$ cat src/hw/rtl/hvt_pkg.sv
// Shared constants and types for the homogeneous vertex transform.
`timescale 1ns / 1ps
package hvt_pkg;
  localparam int FRAC_BITS_DEF = 16;
  localparam int ACC_W         = 68;   // exact column sum width
  localparam int QB            = 33;   // quotient bits resolved by the divider
  localparam int NUM_REGS      = 8;
  localparam int CFG_IDX_W     = 4;

  typedef logic signed [31:0]      coord_t;
  typedef logic signed [ACC_W-1:0] acc_t;

  // one lane of the bit-serial divider pipeline
  typedef struct packed {
    logic [ACC_W-1:0] rem;
    logic [QB-1:0]    num;
    logic [QB-1:0]    quo;
    logic             neg;
    logic             ovf;
  } div_lane_t;
endpackage

$ cat src/hw/rtl/hvt_div_stage.sv
// One restoring-division step: resolves one quotient bit for one lane.
`timescale 1ns / 1ps
module hvt_div_stage (
  input  logic                       clk,
  input  logic                       en,
  input  logic [hvt_pkg::ACC_W-1:0]  den,
  input  hvt_pkg::div_lane_t         lane_in,
  output hvt_pkg::div_lane_t         lane_out
);
  import hvt_pkg::*;

  logic [ACC_W:0] trial;
  logic           take;
  div_lane_t      lane_nxt;
  div_lane_t      lane_r;

  // shift in the next numerator bit and try to subtract
  always_comb begin
    trial        = {lane_in.rem, lane_in.num[QB-1]};
    take         = trial >= {1'b0, den};
    lane_nxt     = lane_in;
    lane_nxt.rem = take ? ACC_W'(trial - {1'b0, den}) : ACC_W'(trial);
    lane_nxt.num = {lane_in.num[QB-2:0], 1'b0};
    lane_nxt.quo = {lane_in.quo[QB-2:0], take};
  end

  always_ff @(posedge clk) begin
    if (en) begin
      lane_r <= lane_nxt;
    end
  end

  assign lane_out = lane_r;
endmodule

$ cat config.mk
export PLATFORM = sky130hd
export DESIGN_NAME = hvt_div_stage
export DESIGN_NICKNAME = d
export VERILOG_FILES = /design/src/hw/rtl/hvt_pkg.sv /design/src/hw/rtl/hvt_div_stage.sv
export SDC_FILE = /design/constraint.sdc
export NUM_CORES = 1
export LEC_CHECK = 0
export ABC_AREA = 1
export BUFFER_PORTS_ARGS = -buffer_cell sky130_fd_sc_hd__buf_2
export CELL_PAD_IN_SITES_DETAIL_PLACEMENT = 1
export CELL_PAD_IN_SITES_GLOBAL_PLACEMENT = 1
export CORE_MARGIN = 5
export CORE_UTILIZATION = 35
export DETAILED_ROUTE_END_ITERATION = 8
export PLACE_DENSITY = 0.85
export SLEW_MARGIN = 10
export SYNTH_ARGS = -nofsm -noshare
export SYNTH_HDL_FRONTEND = slang
export SYNTH_SLANG_ARGS = --single-unit
$ cat constraint.sdc
create_clock -name clk -period 3 [get_ports clk]
set_input_delay 0.3 -clock clk [delete_from_list [all_inputs] [get_ports clk]]
set_output_delay 0.3 -clock clk [all_outputs]
set_load 0.05 [all_outputs]
# Yosys cells after proc, flatten, opt, wreduce, memory -nomap -nowiden
# Index checks and enable logic that the tools add are counted.
# W data, S select, Z words.
[totals] reg_bits=135 in_bits=206 out_inout_bits=136 elab_cells=8
[classes] n_addsub=1 n_lt_le_gt_ge=1 muxes=1
[ops] op="$ge A69 B68 Y1" n=1
[ops] op="$mux W68" n=1
[ops] op="$sub A68 B68 Y68" n=1

# Depth between registers and ports, before layout
# Gate-level depths: netlist of the first run.
[logic_depth] word_depth=2 depth_mapped=19 depth_no_buf=17

# Least setup slack after synthesis of the first run
# No wires, ideal clock.
[synth_timing] path_type="input-to-reg" from="in lane_in[67] (netlist name)" to="reg lane_r, in the netlist lane_out[128] (data pin)" arrival_time_ns=1.993 setup_slack_ns=0.754 cell_stages=15 path_buffers=0 cell_sequence="inv_1 -> ha_1 -> fa_1 -> o21ai_0 -> nand2_1 -> nand2_1 -> nand2_1 -> nand2_1 -> nand2_1 -> nand2_1 -> nand2_1 -> nand2_1 -> nand2_1 -> nand3_1 -> nand2_1"
[synth_lines] item="from (decl)" line_no="hvt_div_stage.sv:7" rtl="input hvt_pkg::div_lane_t lane_in,"
[synth_lines] item="to (signal assigned)" line_no="hvt_div_stage.sv:29" rtl="lane_r <= lane_nxt;"
[synth_lines] item="to (decl)" line_no="hvt_div_stage.sv:15" rtl="div_lane_t lane_r;"

==> flow_summary.ini, run 1 <==
[power_and_ir_drop]
combPwrFrac_pct = 38.0
switching_share_pct = 40.8
p_sw_mw = 2.99
leakage_nw = 7.88
seq_power_share_pct = 33.0
pwr-share-clk_pct = 29.0
powerDensity_mw_per_mm2 = 519
vdd.ir_drop.worst_mv = 0.366
intPower_mw = 4.34

[global_routing]
grt_overflow_total = 0
grt_start_max_net_pins = 44
grt.total_usage_pct = 25.6
grt_pass1_wl_um = 70500
grt_antenna_before_repair = 4
first_global_vias = 12483

[cells_and_area]
drive_above_1_share_pct = 21.4
areaGrowthSynthToFinish_pct = 27.4
layout.nets = 2314
fin_cells = 2456
largest_register_ffs = 135
nFillCells = 4180
mostFrequentLayoutCell = nand2_1
layout_common_cells = nand2_1 (671), buf_2 (338), inv_1 (331)

[setup_path]
end_kind = flip-flop
worstPathMaxFanout = 35
cp_slowest_cell = nor2_1
crit_buf_inv = 5
max_stage_delay_ns = 0.47
critPathArrivalTime_ns = 2.66
critPathLaunchType = primary input
crit_family = simple AND/OR/NAND/NOR gates
cp_common_cell = nand2_1
crit_path_cell_trace = buf_2 > inv_1 > ha_1 > nand2_1 > nor2_2 > inv_1 > nor2_1 > nand3_1 > o21ai_1 > nor2_1 > nand2_4 > inv_2 > buf_12 > nand2_1 > nand2_1
cp.depth = 15
critical_path_class = in2reg
required_ns = 3.19

[detailed_routing]
drc = 0
antenna_left = 0
drtPass1Iterations = 5
drt-vias-per-instance = 4.82
drt_iter0_drc = 587
routed_wl_um = 46200
vias = 11839
wl_per_cell_um = 18.8

[place]
io_buffers = 339
dp.cells = 2422
hpwl_um = 39600
globalplace.congestion = 0.897

[sta]
finalSetupViolCount = 0
maxSlewHeadroom_pct = 61.7
final.setup.tns_ns = 0
fmax_mhz = 405
timing.final.max_slew_violations = 0
finalCritPeriodShare_pct = 82.4
hold_violations = 0
worst_slew_pin_slew_ns = 0.572
rsz0062_at_grt = no
fin_crit_ns = 2.47

[logic_synthesis]
yosys.area.top_type_share_pct = 36.6
ys_warn_count = 0
synth.distinct_cells = 31
synth.area.top_cells = edfxtp_1 (37%), nand2_1 (23%), inv_1 (11%)
synth_cells = 1658
syn-cell-area_mm2 = 0.0111
syn_nets = 1933
synth_largest_area_cell = edfxtp_1
synth_seq_cells = 135
synth_area_per_cell_um2 = 6.68
yosysSeqAreaShare_pct = 36.6

[floorplanning]
die_w_um = 188
io_pins = 342
core_area_mm2 = 0.0314
initial_core_util_pct = 35.3
dieHeight_um = 188
fp-row-count = 65
dieArea_mm2 = 0.0353

[hold_path]
hold_depth = 1
min_path_type = in2reg

[clocking]
clkTransAtPathRegs_ns = 0.07
clkSinkCount = 135
post-cts-setup-buffer-count = 0
cts_resized = 0
htreeDepth = 4
root_buffer = clkbuf_16
cts_made_buffers = 17
cts_tree = yes
ctsHoldBuffers = 0
clock_path_buffers = 2

[run]
drv_cap = 0

[run_status]
outcome = finished clean
==> power groups by stage <==
stage,clock [mW],combinational [mW],sequential [mW]
after floorplan,0,1.07,3.23
after global placement,0,2.72,2.44
after detailed placement,0,2.78,2.45
after CTS,2.18,2.80,2.42
after global routing,2.27,3.01,2.44
final,2.13,2.78,2.42
==> worst paths after layout <==
kind	slack [ns]	start	end
worst max-delay path	0.53	den[27]	lane_out[105]
worst min-delay path	0.03	lane_in[18]	lane_out[19]
==> per-stage QoR <==
stage | setup WS (ns) | power (mW) | util, % | hold WS (ns) | cell area, um^2
floorplan | 0.754 | 4.30 | - | 0.399 | 11100
global placement | 0.189 | 5.17 | 43.1 | 0.477 | 13500
detailed placement | 0.0853 | 5.24 | 43.1 | 0.478 | 13500
CTS | 0.551 | 7.40 | 45.0 | 0.00582 | 14100
global route | 0.372 | 7.72 | 45.0 | 0.0136 | 14100
finish | 0.529 | 7.32 | 45.0 | 0.0276 | 14100
==> per-layer routing <==
layer,up-vias,GRT usage (%),part of all wire [%]
li1,5890,-,-
met1,5558,31.8,43
met2,346,45.1,49
met3,43,5.88,6.3
met4,2,6.66,2.1
met5,-,0,0.043
==> final cells by class <==
class / instances / area, um^2 / share of cell area, %
clock inverters: 14 / 153 / 1.08
clock buffers: 17 / 425 / 3.01
flip-flops and latches: 135 / 4050 / 28.7
multi-input cells: 1171 / 5650 / 40.0
diodes: 3 / 7.51 / 0.0532
repair buffers: 377 / 2060 / 14.6
inverters: 337 / 1260 / 8.96
well taps: 402 / 503 / 3.56
==> cell families after synthesis <==
logic type / count (synthesis) / share of synthesized area [%]
xor gates and xnor gates: 35 / 2.77
buffers and inverters: 352 / 12.4
and+or+nand+nor: 944 / 34.6
AOI/OAI and AO/OA: 122 / 5.74
other: 1 / 0.0338
DFF: 135 / 36.6
adders and majority gates: 69 / 7.86
==> cells in the mapped netlist, drive strengths merged <==
library cell    n
nand3          80
o21bai          9
xor2           33
buf            15
edfxtp        135
o21ai          37
and3            1
xnor2           2
nand4          10
inv           337
nand3b         14
conb            1
a21o            1
ha             68
nand2         685
nor3            9
and2            1
nor4            6
fa              1
nor2          138
a21oi          75
Power figures use the tool's default switching activity.
==> inputs of run 2 (changes only) <==
--- a/config.mk
+++ b/config.mk
@@ -10,9 +10,9 @@
 export CELL_PAD_IN_SITES_DETAIL_PLACEMENT = 1
 export CELL_PAD_IN_SITES_GLOBAL_PLACEMENT = 1
 export CORE_MARGIN = 5
-export CORE_UTILIZATION = 35
+export CORE_UTILIZATION = 33
 export DETAILED_ROUTE_END_ITERATION = 8
-export PLACE_DENSITY = 0.85
+export PLACE_DENSITY = 0.84
 export SLEW_MARGIN = 10
 export SYNTH_ARGS = -nofsm -noshare
 export SYNTH_HDL_FRONTEND = slang
==> constraint.sdc (replaced) <==
create_clock -name clk -period 2.26 [get_ports clk]
set_input_delay 0.226 -clock clk [delete_from_list [all_inputs] [get_ports clk]]
set_output_delay 0.226 -clock clk [all_outputs]
set_load 0.05 [all_outputs]
==> flow_summary.ini, run 2 (synthesis gave the netlist of run 1 again) <==
[place]
dpl_worst_slack_ns = -0.455
io_buffers = 339
globalplace.congestion = 0.955
placed_area_mm2 = 0.0156
hpwl_um = 43100

[cells_and_area]
layout_common_cells = nand2_1 (658), buf_2 (338), inv_1 (331)
fin_area_mm2 = 0.0171
drive_above_1_share_pct = 31.8
final_core_util_pct = 51.4
mostFrequentLayoutCell = nand2_1
areaGrowthSynthToFinish_pct = 54.7
largest_register_ffs = 135
layout.nets = 2644

[sta]
maxSlewHeadroom_pct = 61.4
fmax_mhz = 455
timing.final.max_slew_violations = 0
worst_slew_pin_slew_ns = 0.573
finalSetupViolCount = 0
hold_ws_ns = 0.0240
fin_crit_ns = 2.20
hold_violations = 0
worst_slack_ns = 0.0622
finalCritPeriodShare_pct = 97.2

[clocking]
clkTransAtPathRegs_ns = 0.07
clock_path_buffers = 2
clkSinkCount = 135
cts_tree = yes
post-cts-setup-buffer-count = 0
cts_made_buffers = 17
htreeDepth = 4
root_buffer = clkbuf_16

[floorplanning]
core_area_mm2 = 0.0334
dieArea_mm2 = 0.0373
initial_core_util_pct = 33.2
dieHeight_um = 193
die_w_um = 193
io_pins = 342
fp-row-count = 67

[hold_path]
hold-path-endpoint = lane_out[8]
min_path_type = in2reg
hold_depth = 1
min_from = lane_in[7]

[detailed_routing]
antenna_left = 0
drt-vias-per-instance = 4.75
routed_wl_um = 53600
wl_per_cell_um = 18.9
drtPass1Iterations = 5
drt_iter0_drc = 678
vias = 13445
drc = 0

[setup_path]
max_stage_delay_ns = 0.39
critPathLaunchType = primary input
crit_buf_inv = 5
required_ns = 2.44
cp_slowest_cell = ha_1
end_kind = flip-flop
critPathArrivalTime_ns = 2.38
worstPathMaxFanout = 26
crit_family = simple AND/OR/NAND/NOR gates
crit_path_cell_trace = buf_2 > inv_1 > ha_1 > nand2_1 > nor2_1 > nand2_1 > nor2_1 > buf_4 > nand2_1 > o21ai_1 > nor2_1 > nand2_4 > inv_2 > buf_12 > nand2_1 > nand2_1
critical_path_class = in2reg
cp_common_cell = nand2_1

[global_routing]
grt_overflow_total = 0
grt_start_max_net_pins = 45
grt_antenna_before_repair = 1
grt.total_usage_pct = 27.2
grt_pass1_wl_um = 80400
first_global_vias = 14244

[power_and_ir_drop]
powerDensity_mw_per_mm2 = 627
leakage_nw = 9.46
vdd.ir_drop.worst_mv = 0.525

[run]
drv_cap = 0

[run_status]
outcome = finished clean
-- run 2: cell types whose count changed in the layout (fill, tap and decap cells not counted), sizes merged --
cell         previous run  this run
buf                   377       642
dlygate4sd3             0        64
inv                   340       346
clkinv                  6         2
diode                   3         1
bufinv                  2         1
clkbuf                 17        18
-- run 2: how the worst max path moves through the flow --
stage               cells past startpoint  slack (ns)             to   startpoint
floorplan                              15        0.09  lane_out[128]  lane_in[67]
global placement                       16       -0.42  lane_out[121]      den[49]
detailed placement                     16       -0.46  lane_out[121]      den[49]
CTS                                    16       0.004  lane_out[117]      den[49]
global route                           16       -0.03  lane_out[104]      den[36]
finish                                 16        0.06  lane_out[104]      den[36]
-- run 2: metrics by stage --
stage | power [mW] | instances | TNS [ns]
global placement | 7.46 | 2733 | -23.77
detailed placement | 7.57 | 2733 | -25.49
CTS | 10.7 | 2828 | 0
finish | 10.8 | 2831 | 0
floorplan | 5.71 | 1658 | 0
global route | 11.3 | 2831 | -0.146
-- run 2: routing by layer --
| layer | vias to the layer above | share of wire, % | global-route usage, % |
|---|---|---|---|
| li1 | 6557 | - | - |
| met5 | - | 0 | 0 |
| met4 | 0 | 2.3 | 6.85 |
| met2 | 400 | 49 | 48.7 |
| met3 | 69 | 4.4 | 3.83 |
| met1 | 6419 | 44 | 34.7 |
-- run 2: cell type report --
type / count / area, um^2
Fill cell: 4426 / 16200
Multi-Input combinational cell: 1171 / 5930
Timing Repair Buffer: 707 / 4730
Sequential cell: 135 / 4050
Inverter: 337 / 1260
Tap cell: 448 / 561
Clock buffer: 17 / 425
Clock inverter: 15 / 176
Antenna cell: 1 / 2.50
-- run 2: power by group --
| group | internal [mW] | leakage [nW] | switching [mW] |
|---|---|---|---|
| clock network | 1.59 | 0.286 | 1.40 |
| logic | 1.60 | 7.86 | 2.95 |
| registers | 3.13 | 1.32 | 0.0925 |
-- run 2: what timing repair did --
action                                 CTS  global route
hold buffers                            63             1
gates resized for setup                  1            60
cloned                                   0             1
setup endpoints to repair                1            66
pin swaps                                0             2
endpoints found under the hold margin   63             1
